[src/sv/mprf_pkg.sv]
`timescale 1ns / 1ps
// ----------------------------------------------------------------------------
// mprf_pkg
// Shared types for the smallest primitive root finder.
// ----------------------------------------------------------------------------
package mprf_pkg;

  typedef enum logic [3:0] {
    ST_IDLE,
    ST_FDIV,
    ST_FWAIT,
    ST_FSTRIP,
    ST_FSWAIT,
    ST_FNEXT,
    ST_EXPO,
    ST_EWAIT,
    ST_GTRY,
    ST_PWAIT,
    ST_GNEXT,
    ST_DONE
  } state_t;

endpackage

[src/sv/mprf_divider.sv]
`timescale 1ns / 1ps
// ----------------------------------------------------------------------------
// mprf_divider
// Restoring divider, one quotient bit per cycle. Gives quotient and remainder.
// ----------------------------------------------------------------------------
module mprf_divider #(
  parameter int W = 62
) (
  input  logic         clk,
  input  logic         rst_n,
  input  logic         start,
  input  logic [W-1:0] num,
  input  logic [W-1:0] den,
  output logic         done,
  output logic [W-1:0] quo,
  output logic [W-1:0] rem
);

  localparam int CW = $clog2(W + 1);

  logic [W-1:0]  q_r, q_nxt;
  logic [W-1:0]  r_r, r_nxt;
  logic [W-1:0]  d_r, d_nxt;
  logic [CW-1:0] cnt_r, cnt_nxt;
  logic          busy_r, busy_nxt;
  logic          done_r, done_nxt;
  logic [W:0]    trial;

  always_comb begin
    q_nxt    = q_r;
    r_nxt    = r_r;
    d_nxt    = d_r;
    cnt_nxt  = cnt_r;
    busy_nxt = busy_r;
    done_nxt = 1'b0;
    trial    = {r_r, q_r[W-1]};
    if (start) begin
      q_nxt    = num;
      r_nxt    = '0;
      d_nxt    = den;
      cnt_nxt  = CW'(W);
      busy_nxt = 1'b1;
    end else if (busy_r) begin
      if (trial >= {1'b0, d_r}) begin
        r_nxt = W'(trial - {1'b0, d_r});
        q_nxt = {q_r[W-2:0], 1'b1};
      end else begin
        r_nxt = trial[W-1:0];
        q_nxt = {q_r[W-2:0], 1'b0};
      end
      cnt_nxt = cnt_r - 1'b1;
      if (cnt_r == CW'(1)) begin
        busy_nxt = 1'b0;
        done_nxt = 1'b1;
      end
    end
  end

  always_ff @(posedge clk) begin
    if (!rst_n) begin
      busy_r <= 1'b0;
      done_r <= 1'b0;
      cnt_r  <= '0;
    end else begin
      busy_r <= busy_nxt;
      done_r <= done_nxt;
      cnt_r  <= cnt_nxt;
    end
    q_r <= q_nxt;
    r_r <= r_nxt;
    d_r <= d_nxt;
  end

  assign done = done_r;
  assign quo  = q_r;
  assign rem  = r_r;

endmodule

[src/sv/mprf_modmul.sv]
`timescale 1ns / 1ps
// ----------------------------------------------------------------------------
// mprf_modmul
// Bit-serial modular multiplier: shift-and-add, reducing after each double and add.
// ----------------------------------------------------------------------------
module mprf_modmul #(
  parameter int W = 31
) (
  input  logic         clk,
  input  logic         rst_n,
  input  logic         start,
  input  logic [W-1:0] a,
  input  logic [W-1:0] b,
  input  logic [W-1:0] m,
  output logic         done,
  output logic [W-1:0] prod
);

  localparam int CW = $clog2(W + 1);

  logic [W-1:0]  acc_r, acc_nxt;
  logic [W-1:0]  a_r, a_nxt;
  logic [W-1:0]  b_r, b_nxt;
  logic [W-1:0]  m_r, m_nxt;
  logic [CW-1:0] cnt_r, cnt_nxt;
  logic          busy_r, busy_nxt;
  logic          done_r, done_nxt;
  logic [W+1:0]  dbl, sum;

  always_comb begin
    acc_nxt  = acc_r;
    a_nxt    = a_r;
    b_nxt    = b_r;
    m_nxt    = m_r;
    cnt_nxt  = cnt_r;
    busy_nxt = busy_r;
    done_nxt = 1'b0;
    dbl = {1'b0, acc_r, 1'b0};
    if (dbl >= {2'b0, m_r}) dbl = dbl - {2'b0, m_r};
    sum = dbl + (b_r[W-1] ? {2'b0, a_r} : '0);
    if (sum >= {2'b0, m_r}) sum = sum - {2'b0, m_r};
    if (start) begin
      acc_nxt  = '0;
      a_nxt    = a;
      b_nxt    = b;
      m_nxt    = m;
      cnt_nxt  = CW'(W);
      busy_nxt = 1'b1;
    end else if (busy_r) begin
      acc_nxt = sum[W-1:0];
      b_nxt   = {b_r[W-2:0], 1'b0};
      cnt_nxt = cnt_r - 1'b1;
      if (cnt_r == CW'(1)) begin
        busy_nxt = 1'b0;
        done_nxt = 1'b1;
      end
    end
  end

  always_ff @(posedge clk) begin
    if (!rst_n) begin
      busy_r <= 1'b0;
      done_r <= 1'b0;
      cnt_r  <= '0;
    end else begin
      busy_r <= busy_nxt;
      done_r <= done_nxt;
      cnt_r  <= cnt_nxt;
    end
    acc_r <= acc_nxt;
    a_r   <= a_nxt;
    b_r   <= b_nxt;
    m_r   <= m_nxt;
  end

  assign done = done_r;
  assign prod = acc_r;

endmodule

[src/sv/mprf_modpow.sv]
`timescale 1ns / 1ps
// ----------------------------------------------------------------------------
// mprf_modpow
// Square-and-multiply exponentiation, exponent scanned from the top bit down,
// one serial modular multiplication at a time.
// ----------------------------------------------------------------------------
module mprf_modpow #(
  parameter int W = 31
) (
  input  logic         clk,
  input  logic         rst_n,
  input  logic         start,
  input  logic [W-1:0] base,
  input  logic [W-1:0] expo,
  input  logic [W-1:0] m,
  output logic         done,
  output logic         is_one
);

  localparam int CW = $clog2(W + 1);

  // Phase 0 squares the accumulator, phase 1 multiplies by the base.
  logic [W-1:0]  acc_r, acc_nxt;
  logic [W-1:0]  e_r, e_nxt;
  logic [CW-1:0] cnt_r, cnt_nxt;
  logic          busy_r, busy_nxt;
  logic          wait_r, wait_nxt;
  logic          ph_r, ph_nxt;
  logic          done_r, done_nxt;
  logic          mm_start;
  logic [W-1:0]  mm_b;
  logic          mm_done;
  logic [W-1:0]  mm_prod;

  mprf_modmul #(.W(W)) u_mul (
    .clk   (clk),
    .rst_n (rst_n),
    .start (mm_start),
    .a     (acc_r),
    .b     (mm_b),
    .m     (m),
    .done  (mm_done),
    .prod  (mm_prod)
  );

  assign mm_b = ph_r ? base : acc_r;

  always_comb begin
    acc_nxt  = acc_r;
    e_nxt    = e_r;
    cnt_nxt  = cnt_r;
    busy_nxt = busy_r;
    wait_nxt = wait_r;
    ph_nxt   = ph_r;
    done_nxt = 1'b0;
    mm_start = 1'b0;
    if (start) begin
      acc_nxt  = W'(1);
      e_nxt    = expo;
      cnt_nxt  = CW'(W);
      busy_nxt = 1'b1;
      wait_nxt = 1'b0;
      ph_nxt   = 1'b0;
    end else if (busy_r) begin
      if (!wait_r) begin
        if (cnt_r == '0) begin
          busy_nxt = 1'b0;
          done_nxt = 1'b1;
        end else if (ph_r && !e_r[W-1]) begin
          ph_nxt  = 1'b0;
          e_nxt   = {e_r[W-2:0], 1'b0};
          cnt_nxt = cnt_r - 1'b1;
        end else begin
          mm_start = 1'b1;
          wait_nxt = 1'b1;
        end
      end else if (mm_done) begin
        acc_nxt  = mm_prod;
        wait_nxt = 1'b0;
        if (ph_r) begin
          ph_nxt  = 1'b0;
          e_nxt   = {e_r[W-2:0], 1'b0};
          cnt_nxt = cnt_r - 1'b1;
        end else begin
          ph_nxt = 1'b1;
        end
      end
    end
  end

  always_ff @(posedge clk) begin
    if (!rst_n) begin
      busy_r <= 1'b0;
      wait_r <= 1'b0;
      done_r <= 1'b0;
      ph_r   <= 1'b0;
      cnt_r  <= '0;
    end else begin
      busy_r <= busy_nxt;
      wait_r <= wait_nxt;
      done_r <= done_nxt;
      ph_r   <= ph_nxt;
      cnt_r  <= cnt_nxt;
    end
    acc_r <= acc_nxt;
    e_r   <= e_nxt;
  end

  // Modulus is at least three here, so one is already reduced.
  assign done   = done_r;
  assign is_one = (acc_r == W'(1));

endmodule

[src/sv/min_primitive_root_finder.sv]
`timescale 1ns / 1ps
// ----------------------------------------------------------------------------
// min_primitive_root_finder
// Finds the smallest primitive root of a prime modulus.
//
//   Channel  Direction  Content
//   in_      slave      tdata[30:0] modulus
//   out_     master     tdata[30:0] generator, tuser not_found
//
// One item at a time. Each trial divisor of p-1, up to the square root of the
// unfactored part, takes one serial division, and a found factor is then
// stripped by further divisions. Per candidate g and factor q, (p-1)/q takes
// one serial division and the power VALUE_BITS squarings plus a multiply
// per set exponent bit. A held result blocks the next input transfer.
// Reset is synchronous and active low and clears only control state.
// ----------------------------------------------------------------------------
module min_primitive_root_finder #(
  parameter int VALUE_BITS  = 31,
  parameter int MAX_FACTORS = 9
) (
  input  logic        clk,
  input  logic        rst_n,
  input  logic        in_tvalid,
  output logic        in_tready,
  input  logic [31:0] in_tdata,   // [30:0] modulus
  output logic        out_tvalid,
  input  logic        out_tready,
  output logic [31:0] out_tdata,  // [30:0] generator
  output logic        out_tuser   // [0] not_found
);

  localparam int W  = VALUE_BITS;
  localparam int DW = 2 * VALUE_BITS;
  localparam int FW = (MAX_FACTORS > 1) ? $clog2(MAX_FACTORS) : 1;
  localparam int NW = $clog2(MAX_FACTORS + 1);

  mprf_pkg::state_t state_r, state_nxt;

  logic [W-1:0]  p_r, p_nxt;
  logic [W-1:0]  n_r, n_nxt;
  logic [W-1:0]  d_r, d_nxt;
  logic [DW-1:0] sq_r, sq_nxt;
  logic [W-1:0]  g_r, g_nxt;
  logic [W-1:0]  fac_r [MAX_FACTORS];
  logic [W-1:0]  fac_nxt;
  logic          fac_we;
  logic [NW-1:0] cnt_r, cnt_nxt;
  logic [FW-1:0] k_r, k_nxt;
  logic [W-1:0]  res_r, res_nxt;
  logic          nf_r, nf_nxt;

  logic          dv_start, dv_done;
  logic [DW-1:0] dv_num, dv_den, dv_quo, dv_rem;
  logic          pw_start, pw_done, pw_one;
  logic [W-1:0]  in_p;
  logic [W-1:0]  kfac;

  assign in_p = in_tdata[W-1:0];
  assign kfac = fac_r[k_r];

  mprf_divider #(.W(DW)) u_div (
    .clk   (clk),
    .rst_n (rst_n),
    .start (dv_start),
    .num   (dv_num),
    .den   (dv_den),
    .done  (dv_done),
    .quo   (dv_quo),
    .rem   (dv_rem)
  );

  mprf_modpow #(.W(W)) u_pow (
    .clk    (clk),
    .rst_n  (rst_n),
    .start  (pw_start),
    .base   (g_r),
    .expo   (dv_quo[W-1:0]),
    .m      (p_r),
    .done   (pw_done),
    .is_one (pw_one)
  );

  // Next state and datapath.
  always_comb begin
    state_nxt = state_r;
    p_nxt     = p_r;
    n_nxt     = n_r;
    d_nxt     = d_r;
    sq_nxt    = sq_r;
    g_nxt     = g_r;
    cnt_nxt   = cnt_r;
    k_nxt     = k_r;
    res_nxt   = res_r;
    nf_nxt    = nf_r;
    fac_nxt   = d_r;
    fac_we    = 1'b0;
    unique case (state_r)
      mprf_pkg::ST_IDLE: begin
        if (in_tvalid) begin
          p_nxt   = in_p;
          n_nxt   = in_p - W'(1);
          d_nxt   = W'(2);
          sq_nxt  = DW'(4);
          cnt_nxt = '0;
          res_nxt = '0;
          nf_nxt  = 1'b1;
          if (in_p < W'(3)) state_nxt = mprf_pkg::ST_DONE;
          else state_nxt = mprf_pkg::ST_FDIV;
        end
      end
      mprf_pkg::ST_FDIV: begin
        if (sq_r > DW'(n_r)) begin
          if (n_r > W'(1) && cnt_r < NW'(MAX_FACTORS)) begin
            fac_nxt = n_r;
            fac_we  = 1'b1;
            cnt_nxt = cnt_r + 1'b1;
          end
          state_nxt = mprf_pkg::ST_EXPO;
          g_nxt     = W'(2);
          k_nxt     = '0;
        end else begin
          state_nxt = mprf_pkg::ST_FWAIT;
        end
      end
      mprf_pkg::ST_FWAIT: begin
        if (dv_done) begin
          if (dv_rem == '0) begin
            if (cnt_r < NW'(MAX_FACTORS)) begin
              fac_we  = 1'b1;
              cnt_nxt = cnt_r + 1'b1;
            end
            n_nxt     = dv_quo[W-1:0];
            state_nxt = mprf_pkg::ST_FSTRIP;
          end else begin
            state_nxt = mprf_pkg::ST_FNEXT;
          end
        end
      end
      mprf_pkg::ST_FSTRIP: state_nxt = mprf_pkg::ST_FSWAIT;
      mprf_pkg::ST_FSWAIT: begin
        if (dv_done) begin
          if (dv_rem == '0) begin
            n_nxt     = dv_quo[W-1:0];
            state_nxt = mprf_pkg::ST_FSTRIP;
          end else begin
            state_nxt = mprf_pkg::ST_FNEXT;
          end
        end
      end
      mprf_pkg::ST_FNEXT: begin
        d_nxt     = d_r + W'(1);
        sq_nxt    = sq_r + DW'({d_r, 1'b1});
        state_nxt = mprf_pkg::ST_FDIV;
      end
      mprf_pkg::ST_EXPO: begin
        if (g_r >= p_r) state_nxt = mprf_pkg::ST_DONE;
        else if (NW'(k_r) >= cnt_r) begin
          res_nxt   = g_r;
          nf_nxt    = 1'b0;
          state_nxt = mprf_pkg::ST_DONE;
        end else state_nxt = mprf_pkg::ST_EWAIT;
      end
      mprf_pkg::ST_EWAIT: if (dv_done) state_nxt = mprf_pkg::ST_GTRY;
      mprf_pkg::ST_GTRY:  state_nxt = mprf_pkg::ST_PWAIT;
      mprf_pkg::ST_PWAIT: begin
        if (pw_done) begin
          if (pw_one) state_nxt = mprf_pkg::ST_GNEXT;
          else begin
            if (NW'(k_r) + NW'(1) >= cnt_r) k_nxt = FW'(MAX_FACTORS - 1);
            else k_nxt = k_r + FW'(1);
            if (NW'(k_r) + NW'(1) >= cnt_r) begin
              res_nxt   = g_r;
              nf_nxt    = 1'b0;
              state_nxt = mprf_pkg::ST_DONE;
            end else state_nxt = mprf_pkg::ST_EWAIT;
          end
        end
      end
      mprf_pkg::ST_GNEXT: begin
        g_nxt     = g_r + W'(1);
        k_nxt     = '0;
        state_nxt = mprf_pkg::ST_EXPO;
      end
      mprf_pkg::ST_DONE: if (out_tready) state_nxt = mprf_pkg::ST_IDLE;
      default: state_nxt = mprf_pkg::ST_IDLE;
    endcase
  end

  // Outputs and unit starts.
  always_comb begin
    in_tready  = 1'b0;
    out_tvalid = 1'b0;
    dv_start   = 1'b0;
    pw_start   = 1'b0;
    dv_num     = DW'(n_r);
    dv_den     = DW'(d_r);
    unique case (state_r)
      mprf_pkg::ST_IDLE: in_tready = 1'b1;
      mprf_pkg::ST_FDIV: dv_start = !(sq_r > DW'(n_r));
      mprf_pkg::ST_FSTRIP: dv_start = 1'b1;
      mprf_pkg::ST_EXPO: begin
        dv_num   = DW'(p_r - W'(1));
        dv_den   = DW'(kfac);
        dv_start = (g_r < p_r) && (NW'(k_r) < cnt_r);
      end
      mprf_pkg::ST_PWAIT: begin
        dv_num   = DW'(p_r - W'(1));
        dv_den   = DW'(fac_r[k_nxt]);
        dv_start = pw_done && !pw_one && (NW'(k_r) + NW'(1) < cnt_r);
      end
      mprf_pkg::ST_GTRY: pw_start = 1'b1;
      mprf_pkg::ST_DONE: out_tvalid = 1'b1;
      default: ;
    endcase
  end

  always_ff @(posedge clk) begin
    if (!rst_n) begin
      state_r <= mprf_pkg::ST_IDLE;
    end else begin
      state_r <= state_nxt;
    end
    p_r   <= p_nxt;
    n_r   <= n_nxt;
    d_r   <= d_nxt;
    sq_r  <= sq_nxt;
    g_r   <= g_nxt;
    cnt_r <= cnt_nxt;
    k_r   <= k_nxt;
    res_r <= res_nxt;
    nf_r  <= nf_nxt;
    if (fac_we) fac_r[cnt_r[FW-1:0]] <= fac_nxt;
  end

  assign out_tdata = 32'(res_r);
  assign out_tuser = nf_r;

endmodule

[config.mk]
export PLATFORM = sky130hd
export DESIGN_NAME = min_primitive_root_finder
export DESIGN_NICKNAME = d
export VERILOG_FILES = /design/src/sv/mprf_pkg.sv /design/src/sv/mprf_divider.sv /design/src/sv/mprf_modmul.sv /design/src/sv/mprf_modpow.sv /design/src/sv/min_primitive_root_finder.sv
export SDC_FILE = /design/constraint.sdc
export NUM_CORES = 2
export LEC_CHECK = 0
export BUFFER_PORTS_ARGS = -buffer_cell sky130_fd_sc_hd__buf_4
export CORE_MARGIN = 8
export CORE_UTILIZATION = 40
export CTS_CLUSTER_SIZE = 14
export DETAILED_ROUTE_END_ITERATION = 6
export HOLD_SLACK_MARGIN = 0.06
export PLACE_DENSITY = 0.63
export SLEW_MARGIN = 20
export SYNTH_ARGS = -nofsm -noshare
export SYNTH_HDL_FRONTEND = slang
export SYNTH_SLANG_ARGS = --single-unit
[constraint.sdc]
create_clock -name clk -period 14 [get_ports clk]
set_clock_uncertainty 0.2 [all_clocks]
set_input_delay 0.7 -clock clk [delete_from_list [all_inputs] [get_ports clk]]
set_output_delay 0.7 -clock clk [all_outputs]
set_load 0.05 [all_outputs]
==> summary.md <==
| Metric | Value |
|---|---|
| Met3 Use GR | 2.889% |
| Synth unique cells | approximately 100 |
| Peak supply drop | about 300 µV |
| Vias in the first global route | roughly 38,000 |
| Setup WS post-layout | 5103 ps |
| #FFs+latches synth | 874 |
| Setup CP Type | reg2reg |
| Total grt overflow | 0 |
| Met1 global-route usage | a little over a quarter |
| Synthesis-to-finish area growth | 11.10% |
| Htree depth | 3 |
| Worst-path fanout max | 61 |
| Num ports | 71 |
| Core Util, Final | between 40% and 50% |
| Worst r2r src | u_pow.u_mul.m_r[1] |
| Post-synth EDFFs | slightly above 700 |
| DIE AREA | between 0.1 and 0.15 mm² |
| CP startpoint kind | register |
| Most frequent cells in the layout | 718 x edfxtp_1, 668 x nand2_1, 349 x nor2_1 |
| Slew Limit Fails | 0 |
| Worst reg2reg path depth | 27 |
| Fraction of registers with async set/reset | 0% |
| Sum of negative setup slack | 0 ps |
| Root buf cell | clkbuf_16 |
| Top FF cell, synth | edfxtp_1 |
| Met2 Use GR | roughly 33% |
| Num CTS Buffers | 98 |
| Fin crit share | about 64% |
| Initial antenna violation count | 7 |
| Hold Path Sink | u_pow.u_mul.busy_r |
| Clk_lat worst skew | between 700 and 800 ps |
| Net count, final | around 5,300 |
| Starting DRT DRC Count | approximately 3,800 |
| Cells after Synth | just over 5,000 |
| RD Place Congestion | approximately 0.94 |
| Clock buffer depth | 3 |
| LEAKAGE | ~21 nW |
| # rows | between 100 and 150 |
| Vias after detailed routing | between 30,000 and 40,000 |
| Failing checks | DRC |
| # Max-Cap Violations | 0 |
| Die Wd | about 370 µm |
| Wire length per cell | roughly 22 µm |
| First-pass GRT wire length | between 200 and 250 mm |
| Fin crit period | slightly below 9000 ps |
| Clock slew at reported path FFs | roughly 60 ps |
| RSZ-0062 raised after global routing | no |
| Ys Warns | 0 |
| Hold WC Path Type | in2reg |
| Sequential area share after synthesis | between 40 and 50% |
| RR Endpoint | u_pow.u_mul.prod[3] |
| Clk sinks | about 870 |
| Drt total wl | 147.5 mm |
| Share of layout cells above drive strength 1 | a little under a tenth |
| Reg2reg setup slack | slightly above 5000 ps |
| Hold Vio Cnt, Final | 0 |
| Hpwl dp | 99.27 mm |
| Pwr/cell area | between 200 and 250 mW/mm² |
| Antenna viol nets, final | 0 |
| Max transition margin | 21.41% |
| Critical path arrival | between 9000 and 10,000 ps |
| Largest net degree at the start of global routing | between 90 and 100 |
| Cts repair resizes | 0 |
| Worst EP required | roughly 14,000 ps |
| FILL cells | roughly 12,000 |
| Post-Syn Nets | approximately 5,300 |
| CTS tree | done |
| Mean post-synth cell area | between 10 and 15 µm² |
| Port Buf Inserts | 68 |
| Hold path cells | 2 |
| Via/cell ratio | between 5 and 6 |
| Die Ht | 373.9 µm |
| Slew of the pin with the lowest slew margin | ~1200 ps |
| Setup WS pre-CTS | about 5300 ps |
| Critical Path Sink Type | register |
| Global Route Usage Sum | 20.20% |
| Most Crowded Layer GR | met2 |
| Worst hold start | rst_n |
| Peak Freq | between 100 and 150 MHz |
| Most common cell after layout, fill and taps aside | edfxtp_1 |
| Synthesized cell area | 0.05124 mm² |
| Placeable Area | 0.1274 mm² |
| Drt drc | 1 |
| TritonRoute pass-1 iters | 7 |
| Finish-stage setup viols | 0 |
| Initial core utilization | between 40% and 50% |
| Outcome | complete, but fails checks |
## power breakdown
part	total [W]	internal, W	switching (W)
combinational	0.00592	0.00226	0.00366
clock	0.00261	0.00150	0.00111
sequential	0.00426	0.00360	0.000658
## routing by layer
metal / wire, µm / part of all wire (%)
met3: 10760 / 7.3
met1: 64090 / 43
met4: 5090 / 3.4
met2: 67600 / 46
met5: 0 / 0
## synthesized netlist by cell type (all sizes together) (40+ instances only)
cell type	number	area (µm²)
ha	241	3015
clkbuf	215	807.0
nor2	354	1355
nand3	105	525.5
dfxtp	156	3123
and2	81	506.7
o41ai	45	394.1
a21oi	304	1521
or3	47	299.0
and3	116	730.7
nand4	74	462.9
nor3	96	485.5
mux4	62	1396
o21ai	304	1521
inv	220	825.8
or4	40	304.0
a211oi	54	422.9
a31oi	40	250.2
mux2i	99	991.0
nor4	62	394.1
o21a	41	307.8
xor2	107	937.2
xnor2	148	1296
nand2	673	2536
a21o	134	1006
buf	42	256.5
edfxtp	718	21560
## state kept, by name, summed over array words and instances, names as in the netlist, 62 cells and up
register / flops
fac_r: 279
u_div.rem: 62
u_div.quo: 62
sq_r: 62
## worst max-delay path by stage
stage / from / endpoint / cells after the start
3_5_place_dp: u_pow.u_mul.m_r[1] / u_pow.u_mul.prod[3] / 27
2_1_floorplan: p_r[8] / out_tuser / 12
3_3_place_gp: u_pow.u_mul.m_r[6] / u_pow.u_mul.prod[3] / 27
4_1_cts: u_pow.u_mul.m_r[1] / u_pow.u_mul.prod[3] / 27
5_1_grt: u_pow.u_mul.m_r[1] / u_pow.u_mul.prod[3] / 27
6_report: u_pow.u_mul.m_r[1] / u_pow.u_mul.prod[3] / 27
## worst max-delay path, stage by stage (launching register included)
cell	delay [ps]
edfxtp_1	420
inv_1	190
ha_1	270
nor2b_1	140
o31a_1	300
o2111ai_1	550
a211oi_1	230
nor3_4	190
buf_4	440
mux2_2	400
ha_1	330
o21a_1	190
o31a_1	140
o41ai_1	550
a31o_2	300
o21ai_0	190
a2111oi_0	740
o41ai_1	250
xor2_1	200
ha_1	380
a21oi_1	230
o21bai_1	130
a21o_1	210
a211oi_1	220
a31oi_1	140
or2_2	560
or4_1	490
and3_1	170
## cell families (layout without fill, tap and decap cells)
kind of cell	Yosys count	count (layout)	synth area share, %
compound gates	1201	1201	15.58
xor+xnor	255	255	4.359
other cells	1	7	0.007319
mux	191	191	5.319
simple gates	1788	1788	16.77
buf+inv	478	560	3.695
fa+ha+maj	247	247	6.100
flops	874	874	48.18
## through the flow
step | total power [W] | hold slack, ps | area (µm²) | cells
3_3_place_gp | 0.009989 | 272.9 | 53340 | 6564
3_5_place_dp | 0.01007 | 287.3 | 53340 | 6564
5_1_grt | 0.01359 | 185.5 | 56910 | 6781
4_1_cts | 0.01273 | 154.3 | 56870 | 6777
6_report | 0.01279 | 195.9 | 56920 | 6785
2_1_floorplan | 0.008468 | 240.7 | 51240 | 5035
## timing repair
| item | in CTS | in global routing |
|---|---|---|
| buffers inserted | 0 | 0 |
| endpoints found under the hold margin | 31 | 0 |
| hold buffers | 31 | 0 |
## cell type report
cell class	count	area, µm²	share of cell area, %
diodes	6	15.01	0.02638
clock buffers	135	2684	4.715
clock inverters	47	533.0	0.9364
inverters	221	834.6	1.466
multi-input cells	3683	24800	43.57
flip-flops and latches	874	24700	43.39
well taps	1662	2079	3.653
repair buffers	157	1280	2.249
No activity file was read; power rests on OpenSTA's default activity.
